File: src/sv/fhs_pkg.sv
// Shared types, register indexes and constants of the frequency shifter.
package fhs_pkg;

  // Configuration register indexes
  localparam logic [3:0] REG_COEF_0   = 4'd0;
  localparam logic [3:0] REG_COEF_1   = 4'd1;
  localparam logic [3:0] REG_COEF_2   = 4'd2;
  localparam logic [3:0] REG_COEF_3   = 4'd3;
  localparam logic [3:0] REG_STEP     = 4'd4;
  localparam logic [3:0] REG_OFFSET   = 4'd5;
  localparam logic [3:0] REG_LEVEL    = 4'd6;
  localparam logic [3:0] REG_CHANNELS = 4'd7;

  localparam int          REG_COEFS   = 16;
  localparam logic [16:0] LEVEL_UNITY = 17'd65536;

  // Odd sine polynomial, Q30
  localparam logic signed [33:0] SA1 = 34'sd1686629713;
  localparam logic signed [33:0] SA3 = -34'sd693598668;
  localparam logic signed [33:0] SA5 = 34'sd85569306;
  localparam logic signed [33:0] SA7 = -34'sd5026995;
  localparam logic signed [33:0] SA9 = 34'sd172272;

  typedef logic [3:0][63:0] coef_words_t;

  // One accepted item as it waits for the back end
  typedef struct packed {
    logic signed [23:0] sample;
    logic [2:0]         ch;
    logic [31:0]        phase;
    logic               nostate;
  } item_t;

  // Horner coefficient for step h (after the SA9 seed)
  function automatic logic signed [33:0] horner_coef(input logic [1:0] h);
    logic signed [33:0] c;
    unique case (h)
      2'd0: c = SA7;
      2'd1: c = SA5;
      2'd2: c = SA3;
      default: c = SA1;
    endcase
    return c;
  endfunction

  // Coefficient of section j; sections past the register set use zero
  function automatic logic [15:0] coef_of(input coef_words_t w, input int j);
    logic [15:0] c;
    c = '0;
    if (j < REG_COEFS) begin
      c = w[(j >> 2) & 3][16*(j & 3) +: 16];
    end
    return c;
  endfunction

endpackage

File: src/sv/fhs_fifo.sv
// Two-entry queue between the front and back ends.
module fhs_fifo
  import fhs_pkg::*;
(
  input  logic  clk,
  input  logic  rst_n,
  input  logic  push,
  input  item_t push_item,
  output logic  full,
  input  logic  pop,
  output item_t pop_item,
  output logic  empty
);

  item_t       slot_r [2];
  logic        wr_ptr_r, rd_ptr_r;
  logic [1:0]  cnt_r;

  assign full     = (cnt_r == 2'd2);
  assign empty    = (cnt_r == 2'd0);
  assign pop_item = slot_r[rd_ptr_r];

  always_ff @(posedge clk) begin
    if (push) begin
      slot_r[wr_ptr_r] <= push_item;
    end
  end

  // Track pointers and fill level
  always_ff @(posedge clk) begin
    if (!rst_n) begin
      wr_ptr_r <= 1'b0;
      rd_ptr_r <= 1'b0;
      cnt_r    <= 2'd0;
    end else begin
      if (push) begin
        wr_ptr_r <= ~wr_ptr_r;
      end
      if (pop) begin
        rd_ptr_r <= ~rd_ptr_r;
      end
      cnt_r <= cnt_r + {1'b0, push} - {1'b0, pop};
    end
  end

endmodule

File: config.mk
export PLATFORM = sky130hd
export DESIGN_NAME = fhs_fifo
export DESIGN_NICKNAME = d
export VERILOG_FILES = /design/src/sv/fhs_pkg.sv /design/src/sv/fhs_fifo.sv
export SDC_FILE = /design/constraint.sdc
export NUM_CORES = 1
export LEC_CHECK = 0
export BUFFER_PORTS_ARGS = -buffer_cell sky130_fd_sc_hd__buf_2
export CAP_MARGIN = 20
export CELL_PAD_IN_SITES_DETAIL_PLACEMENT = 0
export CELL_PAD_IN_SITES_GLOBAL_PLACEMENT = 1
export CORE_MARGIN = 2
export CORE_UTILIZATION = 45
export CTS_CLUSTER_DIAMETER = 80
export DETAILED_ROUTE_END_ITERATION = 8
export PLACE_DENSITY_LB_ADDON = 0.1
export SYNTH_ARGS = -nofsm -noshare
export SYNTH_HDL_FRONTEND = slang
export SYNTH_SLANG_ARGS = --single-unit
File: constraint.sdc
create_clock -name clk -period 4.5 [get_ports clk]
set_clock_uncertainty 0.05 [all_clocks]
set_input_delay 0.675 -clock clk [delete_from_list [all_inputs] [get_ports clk]]
set_output_delay 0.675 -clock clk [all_outputs]
set_load 0.05 [all_outputs]
==> impl_metrics.ini <==
[synth]
synth_fa_ha_area_share_pct = 0.515
synth.area.top_cells = edfxtp_1 (74%), mux2_4 (19%), buf_12 (2.5%)
syn_avg_cell_area_um2 = 23.4
yosysTopAreaCellShare_pct = 74.1
ys_seq_area_share_pct = 76.2
ys_ff_latch = 125
syn_nets = 274
yosys.area_share.simple_pct = 1.11
synth_commonest_cells = edfxtp_1 (120), mux2_4 (60), buf_12 (6)
syn-instance-count = 208
async_reset_ff_share_pct = 0
synth_compound_area_share_pct = 0.154
synthMuxAreaShare_pct = 18.5
yosysWarnings = 0
synth_xor_area_share_pct = 0.644
synth_cell_types = 13
syn-cell-area_um2 = 4860
yosys_most_used_dff = edfxtp_1
synth_top_family_by_area = multiplexers
yosys.area.top_type = edfxtp_1
yosysMostFrequentCell = edfxtp_1
synth_edf_count = 120

[worst_hold_path]
min_path_type = input port to flop

[clock_network]
cts_sinks = 125
cts_max_level = 4
cts_hold_buf = 0
cts_setup_buffers = 0
cts_tree = yes
cts_resized = 0
clk_path_buf_depth = 2
numCtsBuffers = 17
clk_root_buffer_cell = clkbuf_8
worstSkewPairLatency_ps = 510
path_clk_slew_ps = 60

[run]
maxCapViolCount = 0

[layout]
n_antenna_cell = 0
area_delta_synth_final_pct = 26.7
fin_nets = 415
post-route-util_pct = 59.1
drive_gt1_share_pct = 61.0

[critical_path]
worstSetupPathType = flop to output pin
worst-path-max-fanout = 32
start_kind = flop
cp.required_ps = 3770
rrSetupSlack_ps = 2620
reg2reg_depth = 2
crit_end = pop_item[23]
arrival_ps = 2120
timing.rr.start = wr_ptr_r
endpoint_kind = output pin
reg2reg_to = slot_r[1][14]

[power_and_ir_drop]
p_leak_nw = 2.48
p_per_area_nw_per_um2 = 511
peakVddDrop_v = 0.000281

[sta]
min_period_ps = 2840
hold_viol = 0
tns_ps = 0
finalCritPeriodShare_pct = 63.1
final_max_slew_viol_count = 0
rsz0062_at_grt = no
setup_viol = 0
max_freq_ghz = 0.352
tightest_slew_ps = 591
maxSlewHeadroom_pct = 60.6

[routing]
viasPerCell = 4.60
drtIter0Drc = 89
wl_per_cell_um = 15.7
vias = 2292
first_pass_iters = 4
wl_um = 7810
antenna_left = 0
remaining_drc_errors = 0

[global_route]
first_global_vias = 2353
grt_max_degree = 41
antenna_found_initial = 0
grt-ovfl-total = 0
grt_util_all_layers_pct = 14.0
grt_first_pass_wirelength_um = 11800

[floorplan]
start_util_pct = 46.7
io_pins = 126
die_w_um = 108
die_y_um = 108
core_um2 = 10400
dieArea_um2 = 11600
rows = 37

[placement]
post-dp-hpwl_um = 5020
port_buffers = 125
gp_congestion = 0.642

[status]
outcome = complete, no violations
registers in the layout (all words and copies together) (netlist names), named ones only:
| signal | cells |
|---|---|
| cnt_r | 2 |
| rd_ptr_r | 1 |
| slot_r | 120 |
| wr_ptr_r | 1 |
cell usage in the layout, fill, tap and decap left out, drive strengths merged:
cell type    n
buf        129
edfxtp     120
mux2        60
clkbuf      19
clkinv       6
dfxtp        5
clkinvlp     4
and2         4
nor2b        4
bufinv       3
inv          2
ha           2
nor2         1
xor2         1
o21a         1
xnor3        1
power by group:
group	switching [mW]	internal, mW
sequential	0.0319	1.35
clock	0.452	0.834
combinational	0.314	0.170
metrics by stage:
stage	power (mW)	instance area, um^2	hold WS [ps]	worst slack, ps	std cells
after global placement	1.89	5560	508	2020	465
after CTS	3.19	6160	276	1600	498
after floorplan	1.80	4860	505	614	208
final	3.15	6160	300	1660	498
after detailed placement	1.89	5590	512	2150	466
after global routing	3.26	6160	275	1560	498
area by class of cell:
type                    instances  area (um^2)
inverters                       2         7.51
fillers                       823         4260
clock buffers                  19          422
flip-flops and latches        125         3710
well taps                     136          170
repair buffers                129          676
multi-input cells              74         1030
clock inverters                13          149
worst min path at each step:
stage	cells past startpoint	to	from
after floorplan	2	flop	rd_ptr_r
after global placement	2	flop	rd_ptr_r
after detailed placement	2	flop	rd_ptr_r
after CTS	1	slot_r[1][49]	push_item[49]
after global routing	1	slot_r[0][36]	push_item[36]
final	1	slot_r[1][37]	push_item[37]
layer usage:
layer,global-route usage (%),share of wire [%]
met4,6.32,1.5
met2,22.1,49
met5,0,0
met1,16.6,42
met3,6.21,7.4
critical path: stages, from the launching register on:
cell and delay, ps:
dfxtp_4 730, buf_16 320, mux2_4 330, buf_2 210
cells by family (layout without fill, tap and decap cells):
| logic type | count (synthesis) | in the layout |
|---|---|---|
| AOI/OAI and AO/OA | 1 | 1 |
| and+or+nand+nor | 9 | 9 |
| buffers and inverters | 9 | 163 |
| adders and majority gates | 2 | 2 |
| DFF | 125 | 125 |
| muxes | 60 | 60 |
| xor gates and xnor gates | 2 | 2 |
Power figures use the tool's default switching activity.
