==> src/sv/fhs_pkg.sv <==
// Shared types, register indexes and constants of the frequency shifter.
package fhs_pkg;

  // Configuration register indexes
  localparam logic [3:0] REG_COEF_0   = 4'd0;
  localparam logic [3:0] REG_COEF_1   = 4'd1;
  localparam logic [3:0] REG_COEF_2   = 4'd2;
  localparam logic [3:0] REG_COEF_3   = 4'd3;
  localparam logic [3:0] REG_STEP     = 4'd4;
  localparam logic [3:0] REG_OFFSET   = 4'd5;
  localparam logic [3:0] REG_LEVEL    = 4'd6;
  localparam logic [3:0] REG_CHANNELS = 4'd7;

  localparam int          REG_COEFS   = 16;
  localparam logic [16:0] LEVEL_UNITY = 17'd65536;

  // Odd sine polynomial, Q30
  localparam logic signed [33:0] SA1 = 34'sd1686629713;
  localparam logic signed [33:0] SA3 = -34'sd693598668;
  localparam logic signed [33:0] SA5 = 34'sd85569306;
  localparam logic signed [33:0] SA7 = -34'sd5026995;
  localparam logic signed [33:0] SA9 = 34'sd172272;

  typedef logic [3:0][63:0] coef_words_t;

  // One accepted item as it waits for the back end
  typedef struct packed {
    logic signed [23:0] sample;
    logic [2:0]         ch;
    logic [31:0]        phase;
    logic               nostate;
  } item_t;

  // Horner coefficient for step h (after the SA9 seed)
  function automatic logic signed [33:0] horner_coef(input logic [1:0] h);
    logic signed [33:0] c;
    unique case (h)
      2'd0: c = SA7;
      2'd1: c = SA5;
      2'd2: c = SA3;
      default: c = SA1;
    endcase
    return c;
  endfunction

  // Coefficient of section j; sections past the register set use zero
  function automatic logic [15:0] coef_of(input coef_words_t w, input int j);
    logic [15:0] c;
    c = '0;
    if (j < REG_COEFS) begin
      c = w[(j >> 2) & 3][16*(j & 3) +: 16];
    end
    return c;
  endfunction

endpackage

==> src/sv/fhs_front.sv <==
// Front end: accepts beats, stamps each with its phase and advances the accumulator.
module fhs_front
  import fhs_pkg::*;
#(
  parameter int CHANNELS = 8
) (
  input  logic               clk,
  input  logic               rst_n,
  input  logic               in_tvalid,
  output logic               in_tready,
  input  logic signed [23:0] in_sample,
  input  logic [2:0]         in_ch,
  input  logic [31:0]        phase_step,
  input  logic [31:0]        phase_offset,
  input  logic [3:0]         channel_count,
  input  logic               clearing,
  input  logic               q_full,
  output logic               q_push,
  output item_t              q_item
);

  localparam int CMAX = (CHANNELS < 8) ? CHANNELS : 8;

  logic [31:0] accum_r, accum_nxt;
  logic [3:0]  cnt;
  logic        last_ch;

  assign in_tready = !clearing && !q_full;
  assign q_push    = in_tvalid && in_tready;

  // Clamp the channel count to its legal range
  always_comb begin
    cnt = channel_count;
    if (cnt == 4'd0) begin
      cnt = 4'd1;
    end
    if (cnt > 4'(CMAX)) begin
      cnt = 4'(CMAX);
    end
  end

  assign last_ch = ({1'b0, in_ch} == (cnt - 4'd1));

  always_comb begin
    q_item.sample  = in_sample;
    q_item.ch      = in_ch;
    q_item.phase   = accum_r + phase_offset;
    q_item.nostate = (int'(in_ch) >= CHANNELS);
  end

  // Advance the accumulator after the last channel of a time step
  always_comb begin
    accum_nxt = accum_r;
    if (q_push && last_ch) begin
      accum_nxt = accum_r + phase_step;
    end
  end

  always_ff @(posedge clk) begin
    if (!rst_n) begin
      accum_r <= '0;
    end else begin
      accum_r <= accum_nxt;
    end
  end

endmodule

==> config.mk <==
export PLATFORM = sky130hd
export DESIGN_NAME = fhs_front
export DESIGN_NICKNAME = d
export VERILOG_FILES = /design/src/sv/fhs_pkg.sv /design/src/sv/fhs_front.sv
export SDC_FILE = /design/constraint.sdc
export NUM_CORES = 1
export LEC_CHECK = 0
export BUFFER_PORTS_ARGS = -buffer_cell sky130_fd_sc_hd__buf_2
export CORE_MARGIN = 2
export CORE_UTILIZATION = 45
export DETAILED_ROUTE_END_ITERATION = 6
export MAX_ROUTING_LAYER = met4
export PLACE_DENSITY = 0.73
export SKIP_CTS_REPAIR_TIMING = 1
export SLEW_MARGIN = 15
export SYNTH_ARGS = -nofsm -noshare
export SYNTH_HDL_FRONTEND = slang
export SYNTH_SLANG_ARGS = --single-unit
==> constraint.sdc <==
create_clock -name clk -period 4.8 [get_ports clk]
set_input_delay 0.24 -clock clk [delete_from_list [all_inputs] [get_ports clk]]
set_output_delay 0.24 -clock clk [all_outputs]
set_load 0.01 [all_outputs]
==> run_summary.xml <==
<?xml version="1.0" encoding="UTF-8"?>
<metrics>
  <group name="worst_setup_path">
    <metric name="worst_path_dominant_cell_family" unit="">compound AO/OA/AOI/OAI gates</metric>
    <metric name="timing.critical_path.cells" unit="">ha_1 -&gt; fa_1 -&gt; a211o_1 -&gt; a2111oi_4 -&gt; o21ai_2 -&gt; a41oi_2 -&gt; o211ai_2 -&gt; a211oi_2 -&gt; nor4_1 -&gt; or3b_1 -&gt; buf_2</metric>
    <metric name="worst_setup_path_end_kind" unit="">output port</metric>
    <metric name="critPathBufInv" unit="">1</metric>
    <metric name="cp_data_required_time" unit="ps">4560</metric>
    <metric name="cpMaxStageDelayCell" unit="">sky130_fd_sc_hd__fa_1</metric>
    <metric name="critical_path.startpoint" unit="">accum_r[0]</metric>
    <metric name="critical_path_class" unit="">register to output port</metric>
    <metric name="r2r.worst_path.cells" unit="">10</metric>
    <metric name="regToRegStartpoint" unit="">accum_r[0]</metric>
    <metric name="cp-start-kind" unit="">register</metric>
    <metric name="timing.critical_path.depth" unit="">11</metric>
    <metric name="timing.critical_path.arrival" unit="ps">3490</metric>
    <metric name="critPathMaxStageDelay" unit="ps">440</metric>
    <metric name="critical_path_peak_fanout" unit="">3</metric>
  </group>
  <group name="grt">
    <metric name="busiest_layer" unit="">met2</metric>
    <metric name="grt.met1_usage" unit="%">26.1</metric>
    <metric name="grt_total_ovfl" unit="">0</metric>
    <metric name="grt.total_usage" unit="%">21.3</metric>
    <metric name="pin_count_of_the_biggest_net_entering_global_routing" unit="">44</metric>
    <metric name="grt.met2_usage" unit="%">35.9</metric>
    <metric name="groute.layer.met3.usage" unit="%">3.25</metric>
    <metric name="grt_antenna_before_repair" unit="">1</metric>
    <metric name="first_global_vias" unit="">4429</metric>
    <metric name="grt_pass1_wl" unit="mm">19.6</metric>
  </group>
  <group name="logic_synthesis">
    <metric name="cell_taking_the_most_area_after_synthesis" unit="">sky130_fd_sc_hd__ha_1</metric>
    <metric name="synth_top_family_by_area" unit="">compound AO/OA/AOI/OAI gates</metric>
    <metric name="synth-simple-area-share" unit="%">19.5</metric>
    <metric name="synth_seq_area_share" unit="%">13.5</metric>
    <metric name="synth_ff_type" unit="">sky130_fd_sc_hd__dfxtp_1</metric>
    <metric name="yosys.area_share.adder" unit="%">17.5</metric>
    <metric name="postSynthNetCount" unit="">790</metric>
    <metric name="compound_cell_area_share_of_the_yosys_netlist" unit="%">32.2</metric>
    <metric name="yosys_register_bits" unit="">32</metric>
    <metric name="ys_async_sr_fraction" unit="%">0</metric>
    <metric name="synth-edff-count" unit="">0</metric>
    <metric name="synth_area" unit="um^2">4730</metric>
    <metric name="synth.lib_cells_used.distinct" unit="">65</metric>
    <metric name="number_of_synthesis_warnings" unit="">0</metric>
    <metric name="post_synth.cell_area_avg" unit="um^2">7.57</metric>
    <metric name="synth_mux_area_share" unit="%">0.635</metric>
    <metric name="synthDominantCellAreaShare" unit="%">16.7</metric>
    <metric name="yosys-top-cells-area" unit="">sky130_fd_sc_hd__ha_1, sky130_fd_sc_hd__dfxtp_1, sky130_fd_sc_hd__a21oi_1, sky130_fd_sc_hd__nand2_1, sky130_fd_sc_hd__xnor2_1</metric>
    <metric name="post_synth_inst_count" unit="">625</metric>
    <metric name="parity_gate_share_of_the_synthesized_area_counting_xor_and_xnor_cells" unit="%">8.70</metric>
  </group>
  <group name="cts">
    <metric name="cts.clk_slew.worst_paths" unit="ps">70</metric>
    <metric name="clock_sink_count" unit="">32</metric>
    <metric name="cts_buffer_depth" unit="">2</metric>
    <metric name="h_tree_lvl_count" unit="">2</metric>
    <metric name="cell_at_the_root_of_the_clock_tree" unit="">sky130_fd_sc_hd__clkbuf_8</metric>
    <metric name="insertion_delay" unit="ps">280</metric>
    <metric name="tritoncts_clock_tree" unit="">yes</metric>
    <metric name="tritoncts.num_buffers" unit="">5</metric>
  </group>
  <group name="sta">
    <metric name="final-hold-violation-count" unit="">0</metric>
    <metric name="fin_setup_tns" unit="ps">0</metric>
    <metric name="max_slew.worst_pin.slew" unit="ps">1040</metric>
    <metric name="period_needed" unit="ps">3730</metric>
    <metric name="final.setup_skew" unit="ps">7.94</metric>
    <metric name="rsz_0062_raised_after_global_routing" unit="">no</metric>
    <metric name="fin_crit_sh" unit="%">77.8</metric>
    <metric name="final_max_tran_viols" unit="">0</metric>
    <metric name="slew_headroom" unit="%">30.0</metric>
    <metric name="setup_slack" unit="ps">1070</metric>
    <metric name="achievable-frequency" unit="MHz">268</metric>
    <metric name="timing.final.setup_violations" unit="">0</metric>
  </group>
  <group name="place">
    <metric name="dpl.cell_count" unit="">832</metric>
    <metric name="dpl_worst_slack" unit="ps">1340</metric>
    <metric name="weighted_congestion_reported_at_the_end_of_routability_driven_placement" unit="">0.955</metric>
    <metric name="detail_placement_hpwl" unit="mm">9.91</metric>
    <metric name="port-buffer-count" unit="">112</metric>
  </group>
  <group name="pwr">
    <metric name="power.static_leakage" unit="uW">0.00254</metric>
    <metric name="ir_drop" unit="V">0.000128</metric>
    <metric name="power_density" unit="nW/um^2">142</metric>
    <metric name="power" unit="uW">753</metric>
  </group>
  <group name="route">
    <metric name="detailedRoute.firstIterationViolations" unit="">292</metric>
    <metric name="detailroute.via_count" unit="">4798</metric>
    <metric name="drt_pre_antenna_iters" unit="">5</metric>
    <metric name="drt.antenna.violating_nets" unit="">0</metric>
    <metric name="vias_per_cell" unit="">5.71</metric>
    <metric name="drt_drc_violations_left" unit="">0</metric>
    <metric name="drt_wl_total" unit="mm">12.2</metric>
    <metric name="routedWlPerCell" unit="um">14.5</metric>
  </group>
  <group name="finish">
    <metric name="largest_reg_flops" unit="">32</metric>
    <metric name="max_flop_register" unit="">accum_r</metric>
    <metric name="layout.core_utilization" unit="%">51.7</metric>
    <metric name="drive_gt1_share" unit="%">19.9</metric>
    <metric name="final_cell_mix" unit="">sky130_fd_sc_hd__buf_2, sky130_fd_sc_hd__nand2_1, sky130_fd_sc_hd__ha_1, sky130_fd_sc_hd__a21oi_1, sky130_fd_sc_hd__o21ai_0</metric>
    <metric name="layout_top_registers" unit="">accum_r: 32 flops</metric>
    <metric name="instances_no_fill" unit="">841</metric>
    <metric name="mostFrequentLayoutCell" unit="">sky130_fd_sc_hd__buf_2</metric>
    <metric name="area_growth_syn_to_layout" unit="%">12.3</metric>
    <metric name="filler_cell_count" unit="">1026</metric>
    <metric name="design.final.nets" unit="">868</metric>
  </group>
  <group name="floorplan">
    <metric name="floorplan_die_area" unit="um^2">11300</metric>
    <metric name="die_y" unit="um">107</metric>
    <metric name="top_ports" unit="">162</metric>
    <metric name="floorplan.core_area" unit="um^2">10300</metric>
    <metric name="floorplan.initialDensity" unit="%">46.0</metric>
    <metric name="rows" unit="">37</metric>
    <metric name="chipWidth" unit="um">107</metric>
  </group>
  <group name="worst_hold_path">
    <metric name="hold_start" unit="">phase_step[31]</metric>
    <metric name="classification_of_the_worst_slack_hold_path" unit="">input port to register</metric>
    <metric name="whs_path_depth" unit="">4</metric>
  </group>
  <group name="flow_run">
    <metric name="maxCapViolations" unit="">0</metric>
  </group>
  <group name="status">
    <metric name="status" unit="">finished, final reports clean</metric>
  </group>
</metrics>
metrics by stage:
step	hold WS (ps)	area, um^2
2_1_floorplan	395	4730
4_1_cts	331	5310
3_3_place_gp	469	5220
3_5_place_dp	477	5220
6_report	338	5310
5_1_grt	351	5310
kinds of logic (layout without fill, tap and decap cells):
group | after synthesis | count (layout)
AO/OA/AOI/OAI | 221 | 221
flip-flops | 32 | 32
multiplexers | 3 | 3
AND/OR/NAND/NOR | 187 | 187
adder cells (fa/ha/maj) | 65 | 65
other | 1 | 2
XOR/XNOR | 47 | 47
buffers and inverters | 69 | 148
Yosys cell counts (5+ instances only):
library cell               count
sky130_fd_sc_hd__a21oi_1      56
sky130_fd_sc_hd__o21bai_1      6
sky130_fd_sc_hd__a21boi_0      9
sky130_fd_sc_hd__o211ai_1     14
sky130_fd_sc_hd__buf_4        28
sky130_fd_sc_hd__nand2_1      72
sky130_fd_sc_hd__nor2_1       27
sky130_fd_sc_hd__and3_1        6
sky130_fd_sc_hd__nor3_1        5
sky130_fd_sc_hd__o21a_1       11
sky130_fd_sc_hd__a21o_1       23
sky130_fd_sc_hd__clkbuf_1     13
sky130_fd_sc_hd__xnor2_1      30
sky130_fd_sc_hd__a211oi_1      9
sky130_fd_sc_hd__a31oi_1       9
sky130_fd_sc_hd__o21ai_0      47
sky130_fd_sc_hd__xor2_1       17
sky130_fd_sc_hd__nand2b_1     11
sky130_fd_sc_hd__and2_1       17
sky130_fd_sc_hd__inv_1        26
sky130_fd_sc_hd__ha_1         63
sky130_fd_sc_hd__nand3_1      18
sky130_fd_sc_hd__nand4_1       7
sky130_fd_sc_hd__dfxtp_1      32
routing by layer:
metal / part of all wire, % / vias up
met5: 0 / -
met3: 5.7 / 24
met2: 46 / 147
li1: - / 2437
met1: 46 / 2190
met4: 2.1 / 0
where the power goes:
part           total (uW)  internal, uW  switching, uW
combinational         256           112            144
clock                 224           115            110
sequential            273           269           3.76
worst min-delay path: cells and delay by family:
kind,cells,cell delay (ps)
simple gates,1,50
buf+inv,1,100
mux,2,190
path summary, 6_finish.rpt:
| path | end | slack [ps] |
|---|---|---|
| worst max-delay path | q_item[21] | 1070 |
| worst min-delay path | accum_r[31] | 340 |
| worst min register to register | accum_r[31] | 480 |
| worst max register to register | accum_r[28] | 1720 |
layout make-up:
class	instances	area [um^2]	share of cell area, %
Sequential cell	32	641	12.1
Inverter	26	97.6	1.84
Multi-Input combinational cell	524	3730	70.3
Antenna cell	1	2.50	0.0471
Timing Repair Buffer	114	576	10.8
Tap cell	136	170	3.20
Clock buffer	6	82.6	1.55
Clock inverter	2	10.0	0.188
(Power assumes the default switching activity.)
